### src/rtl/hdcr_pkg.sv
package hdcr_pkg;

    // Header layout: byte index of each captured field
    localparam int unsigned HEADER_BYTES = 23;
    localparam int unsigned STEP_W = 5;

    localparam logic [STEP_W-1:0] HDR_VERSION     = STEP_W'(0);
    localparam logic [STEP_W-1:0] HDR_PROFILE     = STEP_W'(1);
    localparam logic [STEP_W-1:0] HDR_COMPAT_LAST = STEP_W'(5);
    localparam logic [STEP_W-1:0] HDR_CONSTR_LAST = STEP_W'(11);
    localparam logic [STEP_W-1:0] HDR_LEVEL       = STEP_W'(12);
    localparam logic [STEP_W-1:0] HDR_LSM1        = STEP_W'(21);
    localparam logic [STEP_W-1:0] HDR_LAST        = STEP_W'(HEADER_BYTES - 1);

    // Only a first byte of this value starts a valid record
    localparam logic [7:0] CONFIG_VERSION = 8'd1;

    // Body bytes that carry the NAL unit header
    localparam logic [STEP_W-1:0] NAL_HEAD_BYTES = STEP_W'(2);

    // Total payload width of one result, padded to whole bytes
    localparam int unsigned RES_DATA_BITS = 129;
    localparam int unsigned RES_TDATA_W = ((RES_DATA_BITS + 7) / 8) * 8;

    typedef enum logic [2:0] {
        PH_HEADER = 3'd0,
        PH_ARRAY  = 3'd1,
        PH_ULEN   = 3'd2,
        PH_UBODY  = 3'd3,
        PH_DONE   = 3'd4,
        PH_ERROR  = 3'd5
    } phase_t;

    typedef enum logic [2:0] {
        KIND_HEADER     = 3'd0,
        KIND_HEADER_FIN = 3'd1,
        KIND_NAL        = 3'd2,
        KIND_NAL_FIN    = 3'd3,
        KIND_FIN        = 3'd4,
        KIND_ERROR      = 3'd5
    } kind_t;

    typedef struct packed {
        kind_t        record_kind;
        logic [1:0]   profile_space;
        logic         tier_flag;
        logic [4:0]   profile_idc;
        logic [31:0]  compat_flags;
        logic [47:0]  constraint_flags;
        logic [7:0]   level_idc;
        logic [1:0]   length_size_minus_one;
        logic [5:0]   nal_type;
        logic [5:0]   nal_layer;
        logic [2:0]   nal_temporal_plus1;
        logic [15:0]  nal_bytes;
    } result_t;

endpackage

### src/rtl/hdcr_core.sv
module hdcr_core (
    input  logic              clk,
    input  logic              rst_n,
    input  logic              step,
    input  logic [7:0]        byte_in,
    input  logic              last_in,
    output logic              emit,
    output hdcr_pkg::result_t res
);

    hdcr_pkg::phase_t                 phase_reg, phase_next;
    logic [hdcr_pkg::STEP_W-1:0]      step_count_reg, step_count_next;
    logic [7:0]                       arrays_left_reg, arrays_left_next;
    logic [15:0]                      units_left_reg, units_left_next;
    logic [15:0]                      unit_bytes_left_reg, unit_bytes_left_next;
    logic [15:0]                      unit_head_reg, unit_head_next;
    logic [15:0]                      unit_length_reg, unit_length_next;
    logic [31:0]                      held_compat_reg, held_compat_next;
    logic [47:0]                      held_constraint_reg, held_constraint_next;
    logic [17:0]                      held_pl_reg, held_pl_next;

    logic do_adv;
    logic adv_done;
    logic res_hdr;
    logic res_arr;
    logic res_nal;
    logic res_err;

    // Parse one byte: next state and the result it causes
    always_comb
    begin
        phase_next           = phase_reg;
        step_count_next      = step_count_reg;
        arrays_left_next     = arrays_left_reg;
        units_left_next      = units_left_reg;
        unit_bytes_left_next = unit_bytes_left_reg;
        unit_head_next       = unit_head_reg;
        unit_length_next     = unit_length_reg;
        held_compat_next     = held_compat_reg;
        held_constraint_next = held_constraint_reg;
        held_pl_next         = held_pl_reg;
        do_adv   = 1'b0;
        adv_done = 1'b0;
        res_hdr  = 1'b0;
        res_arr  = 1'b0;
        res_nal  = 1'b0;
        res_err  = 1'b0;

        unique case (phase_reg)
            hdcr_pkg::PH_HEADER:
            begin
                step_count_next = step_count_reg + 1'b1;
                if (step_count_reg == hdcr_pkg::HDR_VERSION)
                begin
                    if (byte_in != hdcr_pkg::CONFIG_VERSION)
                    begin
                        phase_next      = hdcr_pkg::PH_ERROR;
                        step_count_next = step_count_reg;
                        res_err         = 1'b1;
                    end
                end
                else if (step_count_reg == hdcr_pkg::HDR_PROFILE)
                begin
                    held_pl_next = {byte_in, held_pl_reg[9:0]};
                end
                else if (step_count_reg <= hdcr_pkg::HDR_COMPAT_LAST)
                begin
                    held_compat_next = {held_compat_reg[23:0], byte_in};
                end
                else if (step_count_reg <= hdcr_pkg::HDR_CONSTR_LAST)
                begin
                    held_constraint_next = {held_constraint_reg[39:0], byte_in};
                end
                else if (step_count_reg == hdcr_pkg::HDR_LEVEL)
                begin
                    held_pl_next = {held_pl_reg[17:10], byte_in, held_pl_reg[1:0]};
                end
                else if (step_count_reg == hdcr_pkg::HDR_LSM1)
                begin
                    held_pl_next = {held_pl_reg[17:2], byte_in[1:0]};
                end
                else if (step_count_reg == hdcr_pkg::HDR_LAST)
                begin
                    arrays_left_next = byte_in;
                    units_left_next  = 16'd0;
                    do_adv           = 1'b1;
                    res_hdr          = 1'b1;
                end
            end
            hdcr_pkg::PH_ARRAY:
            begin
                if (step_count_reg == hdcr_pkg::STEP_W'(0))
                begin
                    step_count_next = hdcr_pkg::STEP_W'(1);
                end
                else if (step_count_reg == hdcr_pkg::STEP_W'(1))
                begin
                    units_left_next = {byte_in, 8'd0};
                    step_count_next = hdcr_pkg::STEP_W'(2);
                end
                else
                begin
                    units_left_next = {units_left_reg[15:8], byte_in};
                    do_adv          = 1'b1;
                    res_arr         = 1'b1;
                end
            end
            hdcr_pkg::PH_ULEN:
            begin
                if (step_count_reg == hdcr_pkg::STEP_W'(0))
                begin
                    unit_length_next = {byte_in, 8'd0};
                    step_count_next  = hdcr_pkg::STEP_W'(1);
                end
                else
                begin
                    unit_length_next     = {unit_length_reg[15:8], byte_in};
                    unit_bytes_left_next = {unit_length_reg[15:8], byte_in};
                    unit_head_next       = 16'd0;
                    step_count_next      = hdcr_pkg::STEP_W'(0);
                    if ({unit_length_reg[15:8], byte_in} == 16'd0)
                    begin
                        do_adv  = 1'b1;
                        res_nal = 1'b1;
                    end
                    else
                    begin
                        phase_next = hdcr_pkg::PH_UBODY;
                    end
                end
            end
            hdcr_pkg::PH_UBODY:
            begin
                if (step_count_reg < hdcr_pkg::NAL_HEAD_BYTES)
                begin
                    if (step_count_reg == hdcr_pkg::STEP_W'(0))
                        unit_head_next = {byte_in, unit_head_reg[7:0]};
                    else
                        unit_head_next = {unit_head_reg[15:8], unit_head_reg[7:0] | byte_in};
                    step_count_next = step_count_reg + 1'b1;
                end
                unit_bytes_left_next = unit_bytes_left_reg - 16'd1;
                if (unit_bytes_left_next == 16'd0)
                begin
                    do_adv  = 1'b1;
                    res_nal = 1'b1;
                end
            end
            default:
            begin
            end
        endcase

        // Advance to the next unit, the next array, or the end
        if (do_adv)
        begin
            step_count_next = hdcr_pkg::STEP_W'(0);
            if (units_left_next != 16'd0)
            begin
                units_left_next = units_left_next - 16'd1;
                phase_next      = hdcr_pkg::PH_ULEN;
            end
            else if (arrays_left_next != 8'd0)
            begin
                arrays_left_next = arrays_left_next - 8'd1;
                phase_next       = hdcr_pkg::PH_ARRAY;
            end
            else
            begin
                phase_next = hdcr_pkg::PH_DONE;
                adv_done   = 1'b1;
            end
        end

        // Build the result from the updated state
        res = '0;
        res.profile_space         = held_pl_next[17:16];
        res.tier_flag             = held_pl_next[15];
        res.profile_idc           = held_pl_next[14:10];
        res.compat_flags          = held_compat_next;
        res.constraint_flags      = held_constraint_next;
        res.level_idc             = held_pl_next[9:2];
        res.length_size_minus_one = held_pl_next[1:0];
        if (res_nal)
        begin
            res.nal_type           = unit_head_next[14:9];
            res.nal_layer          = unit_head_next[8:3];
            res.nal_temporal_plus1 = unit_head_next[2:0];
            res.nal_bytes          = unit_length_next;
            res.record_kind        = adv_done ? hdcr_pkg::KIND_NAL_FIN
                                              : hdcr_pkg::KIND_NAL;
        end
        else if (res_arr)
        begin
            res.record_kind = hdcr_pkg::KIND_FIN;
        end
        else
        begin
            res.record_kind = adv_done ? hdcr_pkg::KIND_HEADER_FIN
                                       : hdcr_pkg::KIND_HEADER;
        end
        emit = res_hdr || res_nal || (res_arr && adv_done);

        // Early end: record cut off before it finished
        if (last_in && (phase_next == hdcr_pkg::PH_HEADER || phase_next == hdcr_pkg::PH_ARRAY ||
                        phase_next == hdcr_pkg::PH_ULEN || phase_next == hdcr_pkg::PH_UBODY))
        begin
            res_err = 1'b1;
        end
        if (res_err)
        begin
            res             = '0;
            res.record_kind = hdcr_pkg::KIND_ERROR;
            emit            = 1'b1;
        end

        // Restart after the last byte of a record
        if (last_in)
        begin
            phase_next           = hdcr_pkg::PH_HEADER;
            step_count_next      = '0;
            arrays_left_next     = '0;
            units_left_next      = '0;
            unit_bytes_left_next = '0;
            unit_head_next       = '0;
            unit_length_next     = '0;
            held_compat_next     = '0;
            held_constraint_next = '0;
            held_pl_next         = '0;
        end
    end

    // Hold parser state; advance only on an accepted byte
    always_ff @(posedge clk or negedge rst_n)
    begin
        if (!rst_n)
        begin
            phase_reg           <= hdcr_pkg::PH_HEADER;
            step_count_reg      <= '0;
            arrays_left_reg     <= '0;
            units_left_reg      <= '0;
            unit_bytes_left_reg <= '0;
            unit_head_reg       <= '0;
            unit_length_reg     <= '0;
            held_compat_reg     <= '0;
            held_constraint_reg <= '0;
            held_pl_reg         <= '0;
        end
        else if (step)
        begin
            phase_reg           <= phase_next;
            step_count_reg      <= step_count_next;
            arrays_left_reg     <= arrays_left_next;
            units_left_reg      <= units_left_next;
            unit_bytes_left_reg <= unit_bytes_left_next;
            unit_head_reg       <= unit_head_next;
            unit_length_reg     <= unit_length_next;
            held_compat_reg     <= held_compat_next;
            held_constraint_reg <= held_constraint_next;
            held_pl_reg         <= held_pl_next;
        end
    end

    a_restart_after_last: assert property (@(posedge clk) disable iff (!rst_n)
        (step && last_in) |=> (phase_reg == hdcr_pkg::PH_HEADER &&
                               step_count_reg == hdcr_pkg::STEP_W'(0)))
        else $error("parser did not restart after the last byte");

    a_quiet_when_over: assert property (@(posedge clk) disable iff (!rst_n)
        (phase_reg == hdcr_pkg::PH_DONE || phase_reg == hdcr_pkg::PH_ERROR) |-> !emit)
        else $error("result raised after record finished or failed");

    a_body_step_bound: assert property (@(posedge clk) disable iff (!rst_n)
        (phase_reg == hdcr_pkg::PH_UBODY) |-> (step_count_reg <= hdcr_pkg::NAL_HEAD_BYTES))
        else $error("unit body byte count passed the NAL header size");

    a_header_step_bound: assert property (@(posedge clk) disable iff (!rst_n)
        (phase_reg == hdcr_pkg::PH_HEADER) |-> (step_count_reg <= hdcr_pkg::HDR_LAST))
        else $error("header byte index past the header");

endmodule

### src/rtl/hevc_decoder_config_record_parser.sv
// HEVC decoder configuration record parser. Feed the record one byte per
// request on the slave side, with tlast on its final byte; the parser then
// restarts for the next record. It reports the header once all 23 header
// bytes are in, one NAL request per unit when its last byte arrives (its
// two header bytes and its length), a finished request when the arrays end
// on an array head, and an error for a bad version byte or a record cut
// short. Bytes after the record is finished give nothing. The block takes
// one byte every cycle unless output backpressure stalls it; a byte's
// result passes through an input register, one parse stage and a result
// register. Output backpressure stalls input only once both registers hold.
module hevc_decoder_config_record_parser (
    input  logic                               clk,
    input  logic                               rst_n,
    input  logic                               s_tvalid,
    output logic                               s_tready,
    input  logic [7:0]                         s_tdata,  // data_byte[7:0]
    input  logic                               s_tlast,  // final_byte
    output logic                               m_tvalid,
    input  logic                               m_tready,
    // profile_space[1:0], tier_flag[2], profile_idc[7:3], compat_flags[39:8],
    // constraint_flags[87:40], level_idc[95:88], length_size_minus_one[97:96],
    // nal_type[103:98], nal_layer[109:104], nal_temporal_plus1[112:110],
    // nal_bytes[128:113], zero fill above
    output logic [hdcr_pkg::RES_TDATA_W-1:0]   m_tdata,
    output logic [2:0]                         m_tuser   // record_kind[2:0]
);

    logic              in_valid_reg;
    logic [7:0]        in_byte_reg;
    logic              in_last_reg;
    logic              out_valid_reg, out_valid_next;
    hdcr_pkg::result_t out_res_reg;

    logic              step;
    logic              emit;
    hdcr_pkg::result_t res;

    // Parse a held byte when the result register is free or draining
    assign step     = in_valid_reg && (!out_valid_reg || m_tready);
    assign s_tready = !in_valid_reg || step;

    // Hold the accepted byte
    always_ff @(posedge clk or negedge rst_n)
    begin
        if (!rst_n)
            in_valid_reg <= 1'b0;
        else if (s_tready)
            in_valid_reg <= s_tvalid;
    end

    always_ff @(posedge clk)
    begin
        if (s_tready && s_tvalid)
        begin
            in_byte_reg <= s_tdata;
            in_last_reg <= s_tlast;
        end
    end

    hdcr_core u_core (
        .clk     (clk),
        .rst_n   (rst_n),
        .step    (step),
        .byte_in (in_byte_reg),
        .last_in (in_last_reg),
        .emit    (emit),
        .res     (res)
    );

    // Result register: load on a step, drop once taken
    always_comb
    begin
        out_valid_next = out_valid_reg;
        if (step)
            out_valid_next = emit;
        else if (m_tready)
            out_valid_next = 1'b0;
    end

    always_ff @(posedge clk or negedge rst_n)
    begin
        if (!rst_n)
            out_valid_reg <= 1'b0;
        else
            out_valid_reg <= out_valid_next;
    end

    always_ff @(posedge clk)
    begin
        if (step && emit)
            out_res_reg <= res;
    end

    assign m_tvalid = out_valid_reg;
    assign m_tuser  = out_res_reg.record_kind;
    assign m_tdata  = {
        (hdcr_pkg::RES_TDATA_W - hdcr_pkg::RES_DATA_BITS)'(0),
        out_res_reg.nal_bytes,
        out_res_reg.nal_temporal_plus1,
        out_res_reg.nal_layer,
        out_res_reg.nal_type,
        out_res_reg.length_size_minus_one,
        out_res_reg.level_idc,
        out_res_reg.constraint_flags,
        out_res_reg.compat_flags,
        out_res_reg.profile_idc,
        out_res_reg.tier_flag,
        out_res_reg.profile_space
    };

    a_held_byte_stable: assert property (@(posedge clk) disable iff (!rst_n)
        (in_valid_reg && !step) |=> (in_valid_reg && $stable(in_byte_reg) &&
                                     $stable(in_last_reg)))
        else $error("held byte changed before it was parsed");

    a_stall_keeps_result: assert property (@(posedge clk) disable iff (!rst_n)
        (out_valid_reg && !m_tready) |-> !step)
        else $error("parse step taken over an untaken result");

endmodule
### config.mk
export PLATFORM = sky130hd
export DESIGN_NAME = hevc_decoder_config_record_parser
export DESIGN_NICKNAME = d
export VERILOG_FILES = /design/src/rtl/hdcr_pkg.sv /design/src/rtl/hdcr_core.sv /design/src/rtl/hevc_decoder_config_record_parser.sv
export SDC_FILE = /design/constraint.sdc
export NUM_CORES = 1
export LEC_CHECK = 0
export BUFFER_PORTS_ARGS = -buffer_cell sky130_fd_sc_hd__buf_2
export CORE_MARGIN = 2
export CORE_UTILIZATION = 39
export DETAILED_ROUTE_END_ITERATION = 16
export PLACE_DENSITY = 0.68
export SYNTH_ARGS = -nofsm -noshare
export SYNTH_HDL_FRONTEND = slang
export SYNTH_HIERARCHICAL = 1
export SYNTH_SLANG_ARGS = --single-unit
### constraint.sdc
create_clock -name clk -period 9.6 [get_ports clk]
set_clock_uncertainty 0.05 [all_clocks]
set_input_delay 0.96 -clock clk [delete_from_list [all_inputs] [get_ports clk]]
set_output_delay 0.96 -clock clk [all_outputs]
set_load 0.005 [all_outputs]
==> summary.txt <==
Yosys
  – Synth top area share: 28.93%
  – Syn avg cell area: about 10 um^2
  – Syn Std Cell Area: 0.01548 mm^2
  – Async set-reset flop share out of synthesis: 55.94%
  – Post-synthesis register bit count: 320
  – EDFF count, synth: 141
  – Number of distinct library cells after synthesis: 76
  – Syn Inst Count: around 1500
  – Ys flop type: dfrtp_1
  – YS warnings: 6
  – Post-synthesis sequential area ratio: 56.27%
  – Synth area leader: dfrtp_1
  – Largest cells by area after synthesis: dfrtp_1 29%, edfxtp_1 27%, nand2_1 5.6%

STA
  – Setup WS post-layout: 3.728 ns
  – Minimum clock period: between 5 and 6 ns
  – Slew headroom: 17.28%
  – Hold Fails Final Rpt: 0
  – Final period util: 61.16%
  – Final setup fails: 0
  – Max Clk Rate: 0.1703 GHz
  – Fin. max-slew vios: 0
  – RSZ-0062 raised after global routing: false
  – Worst-Margin Slew: ~1.2 ns
  – Setup tns final: 0 ns

Drt
  – Initial drt markers: 1048
  – Final ANT Viol Nets: 0
  – Vias per cell: 5.779
  – First-pass detailed-route iteration total: 6
  – Per-cell routed wire length: 19.63 um
  – # DRC: 0
  – Vias: 12190
  – Final wirelength: 41.41 mm

Setup path
  – CP Buf/Inv Count: 3
  – Crit Path Max Fanout: 74
  – CP max-delay cell: a2111oi_2
  – Crit path max-delay family: buffers and inverters
  – Crit start category: flip-flop
  – Crit-path cells: inv_1 -> ha_1 -> nand2b_1 -> or3_1 -> a32oi_1 -> ha_1 -> o221ai_2 -> a2111oi_2 -> nand2_1 -> nand3b_1 -> nand2_1 -> nor2b_4 -> buf_4 -> buf_4
  – R2r endpoint: m_tdata[17]$_DFFE_PP_
  – Data arrival, critical path: 5.97 ns
  – Worst reg2reg startpoint: u_core/step_count_reg[1]$_DFFE_PN0P_
  – Required @ worst endpoint: approximately 9.7 ns
  – Crit end category: flip-flop
  – Worst reg-to-reg setup slack: 3.73 ns
  – Setup CP Type: flip-flop to flip-flop
  – Worst r2r path cells: 14
  – CP max stage delay: 0.76 ns

Global routing
  – M2 GR Usage: 30.14%
  – Vias in the first global route: 11490
  – GRT busiest layer: met2
  – Met3 usage: 3.036%
  – Gr usage total: 19.85%
  – GR Overflow Total: 0
  – Largest net degree at the start of global routing: 102
  – Met1 global-route usage: 29.12%
  – First-pass GRT wire length: 65.47 mm
  – Initial antenna violation count: 0

Place
  – Place WS: 3.788 ns
  – GP Congestion: between 0.9 and 1
  – DP HPWL: 25.14 mm
  – IO buf count: 146

Pwr
  – P_leak: 6.887 nW
  – Tot Pwr: 4.946 mW
  – Pwr per Cell Area: between 200 and 300 mW/mm^2
  – Worst vdd ir: ~0.18 mV

Die
  – Die height: 203.3 um
  – Core area: 0.03892 mm^2
  – Full die area: 0.04131 mm^2
  – Die Wd: 203.3 um
  – Site Rows: 72
  – Top Ports: ~150
  – Initial Util: around 40%

Clock tree
  – CTS Sinks: between 300 and 400
  – Deepest clock path buffer count: 3
  – Setup Buffers After CTS: 0
  – Later-pin clock latency in the skew report: 0.53 ns
  – Total CTS buffers: 34
  – CTS hold repair buffers: 0
  – H-tree Lvls: 2
  – Root Buffer: clkbuf_16
  – CTS tree: yes
  – Clk slew on worst S/H paths: 0.06 ns
  – CTS-repair resized insts: 0

Finish
  – Number of flip-flops in the largest register: 129
  – Area growth, synth to finish: 14.20%
  – Multi-input gate area: 0.006221 mm^2
  – # fillers: around 3700
  – Leading cell type in the layout, fill and taps excluded: nand2_1
  – N_diodes: 0
  – Layout Nets: 1586
  – Layout cells sized above 1: 16.09%
  – Register area: 0.008713 mm^2
  – Most frequent cells in the layout: 230 x nand2_1, 179 x dfrtp_1, 145 x buf_2

Run status
  – Run status: finished, final reports clean

Hold path
  – Worst min path class: input pin to asynchronous set/reset pin

Job
  – Max cap viols: 0
==> per-layer routing <==
metal  vias up  wire, um
li1       5666         -
met1      5988     18540
met2       469     18920
met3        64      2933
met4         0      1017
met5         -         0
==> cell type report <==
class	instances	share of cell area (%)
clock inverters	24	1.288
flip-flops and latches	320	49.28
multi-input cells	1021	35.18
inverters	15	0.3184
clock buffers	38	4.953
well taps	518	3.665
repair buffers	173	5.314
==> cells in the mapped netlist (16+ instances only) <==
| library cell | number |
|---|---|
| nor4_1 | 19 |
| dfrtp_1 | 179 |
| nor3_1 | 32 |
| nor2_1 | 97 |
| nand2_1 | 230 |
| o21ai_0 | 39 |
| a21boi_0 | 48 |
| clkbuf_1 | 106 |
| buf_2 | 16 |
| o2bb2ai_1 | 75 |
| a21oi_1 | 133 |
| edfxtp_1 | 141 |
| or3_1 | 18 |
| a22oi_1 | 51 |
| a22o_1 | 66 |
==> logic make-up (layout without fill, tap and decap cells) <==
family | Yosys count | count (layout) | share of synthesized area (%)
AO/OA/AOI/OAI | 488 | 488 | 22.23
AND/OR/NAND/NOR | 487 | 487 | 14.93
flip-flops | 320 | 320 | 56.27
buffers and inverters | 149 | 250 | 4.032
XOR/XNOR | 18 | 18 | 1.018
multiplexers | 13 | 13 | 0.8404
adder cells (fa/ha/maj) | 8 | 8 | 0.6465
other | 1 | 7 | 0.02422
==> through the flow <==
stage               instances  hold slack [ns]  instance area (um^2)  utilization [%]
floorplan                1490           0.3986                 15510                -
global placement         2047           0.4143                 16580            42.60
detailed placement       2047           0.4189                 16580            42.60
CTS                      2109           0.4282                 17680            45.43
global route             2109           0.4481                 17680            45.43
finish                   2109           0.4037                 17680            45.43
==> how the worst max path moves through the flow <==
| stage | to | cells past startpoint | startpoint |
|---|---|---|---|
| 5_1_grt | m_tdata[24]$_DFFE_PP_ | 14 | u_core/step_count_reg[1]$_DFFE_PN0P_ |
| 6_report | m_tdata[17]$_DFFE_PP_ | 14 | u_core/step_count_reg[1]$_DFFE_PN0P_ |
| 2_1_floorplan | m_tdata[0]$_DFFE_PP_ | 14 | u_core/step_count_reg[1]$_DFFE_PN0P_ |
| 4_1_cts | m_tdata[24]$_DFFE_PP_ | 14 | u_core/step_count_reg[1]$_DFFE_PN0P_ |
| 3_5_place_dp | m_tdata[34]$_DFFE_PP_ | 14 | u_core/step_count_reg[1]$_DFFE_PN0P_ |
| 3_3_place_gp | m_tdata[37]$_DFFE_PP_ | 14 | u_core/step_count_reg[1]$_DFFE_PN0P_ |
==> report_power, final <==
group	leakage, nW	switching (mW)	total, mW	internal, mW
registers	3.81	0.193	2.03	1.84
logic	2.55	1.07	1.63	0.562
clock network	0.531	0.558	1.28	0.725
total	6.89	1.82	4.95	3.12
==> worst register-to-register path, cell delays in order (launching register included) <==
cell and delay [ns]:
dfrtp_1 0.52, inv_1 0.15, ha_1 0.27, nand2b_1 0.22, or3_1 0.57, a32oi_1 0.42
ha_1 0.28, o221ai_2 0.21, a2111oi_2 0.76, nand2_1 0.11, nand3b_1 0.12, nand2_1 0.10
nor2b_4 0.16, buf_4 0.75, buf_4 0.77
(Power assumes the default switching activity.)
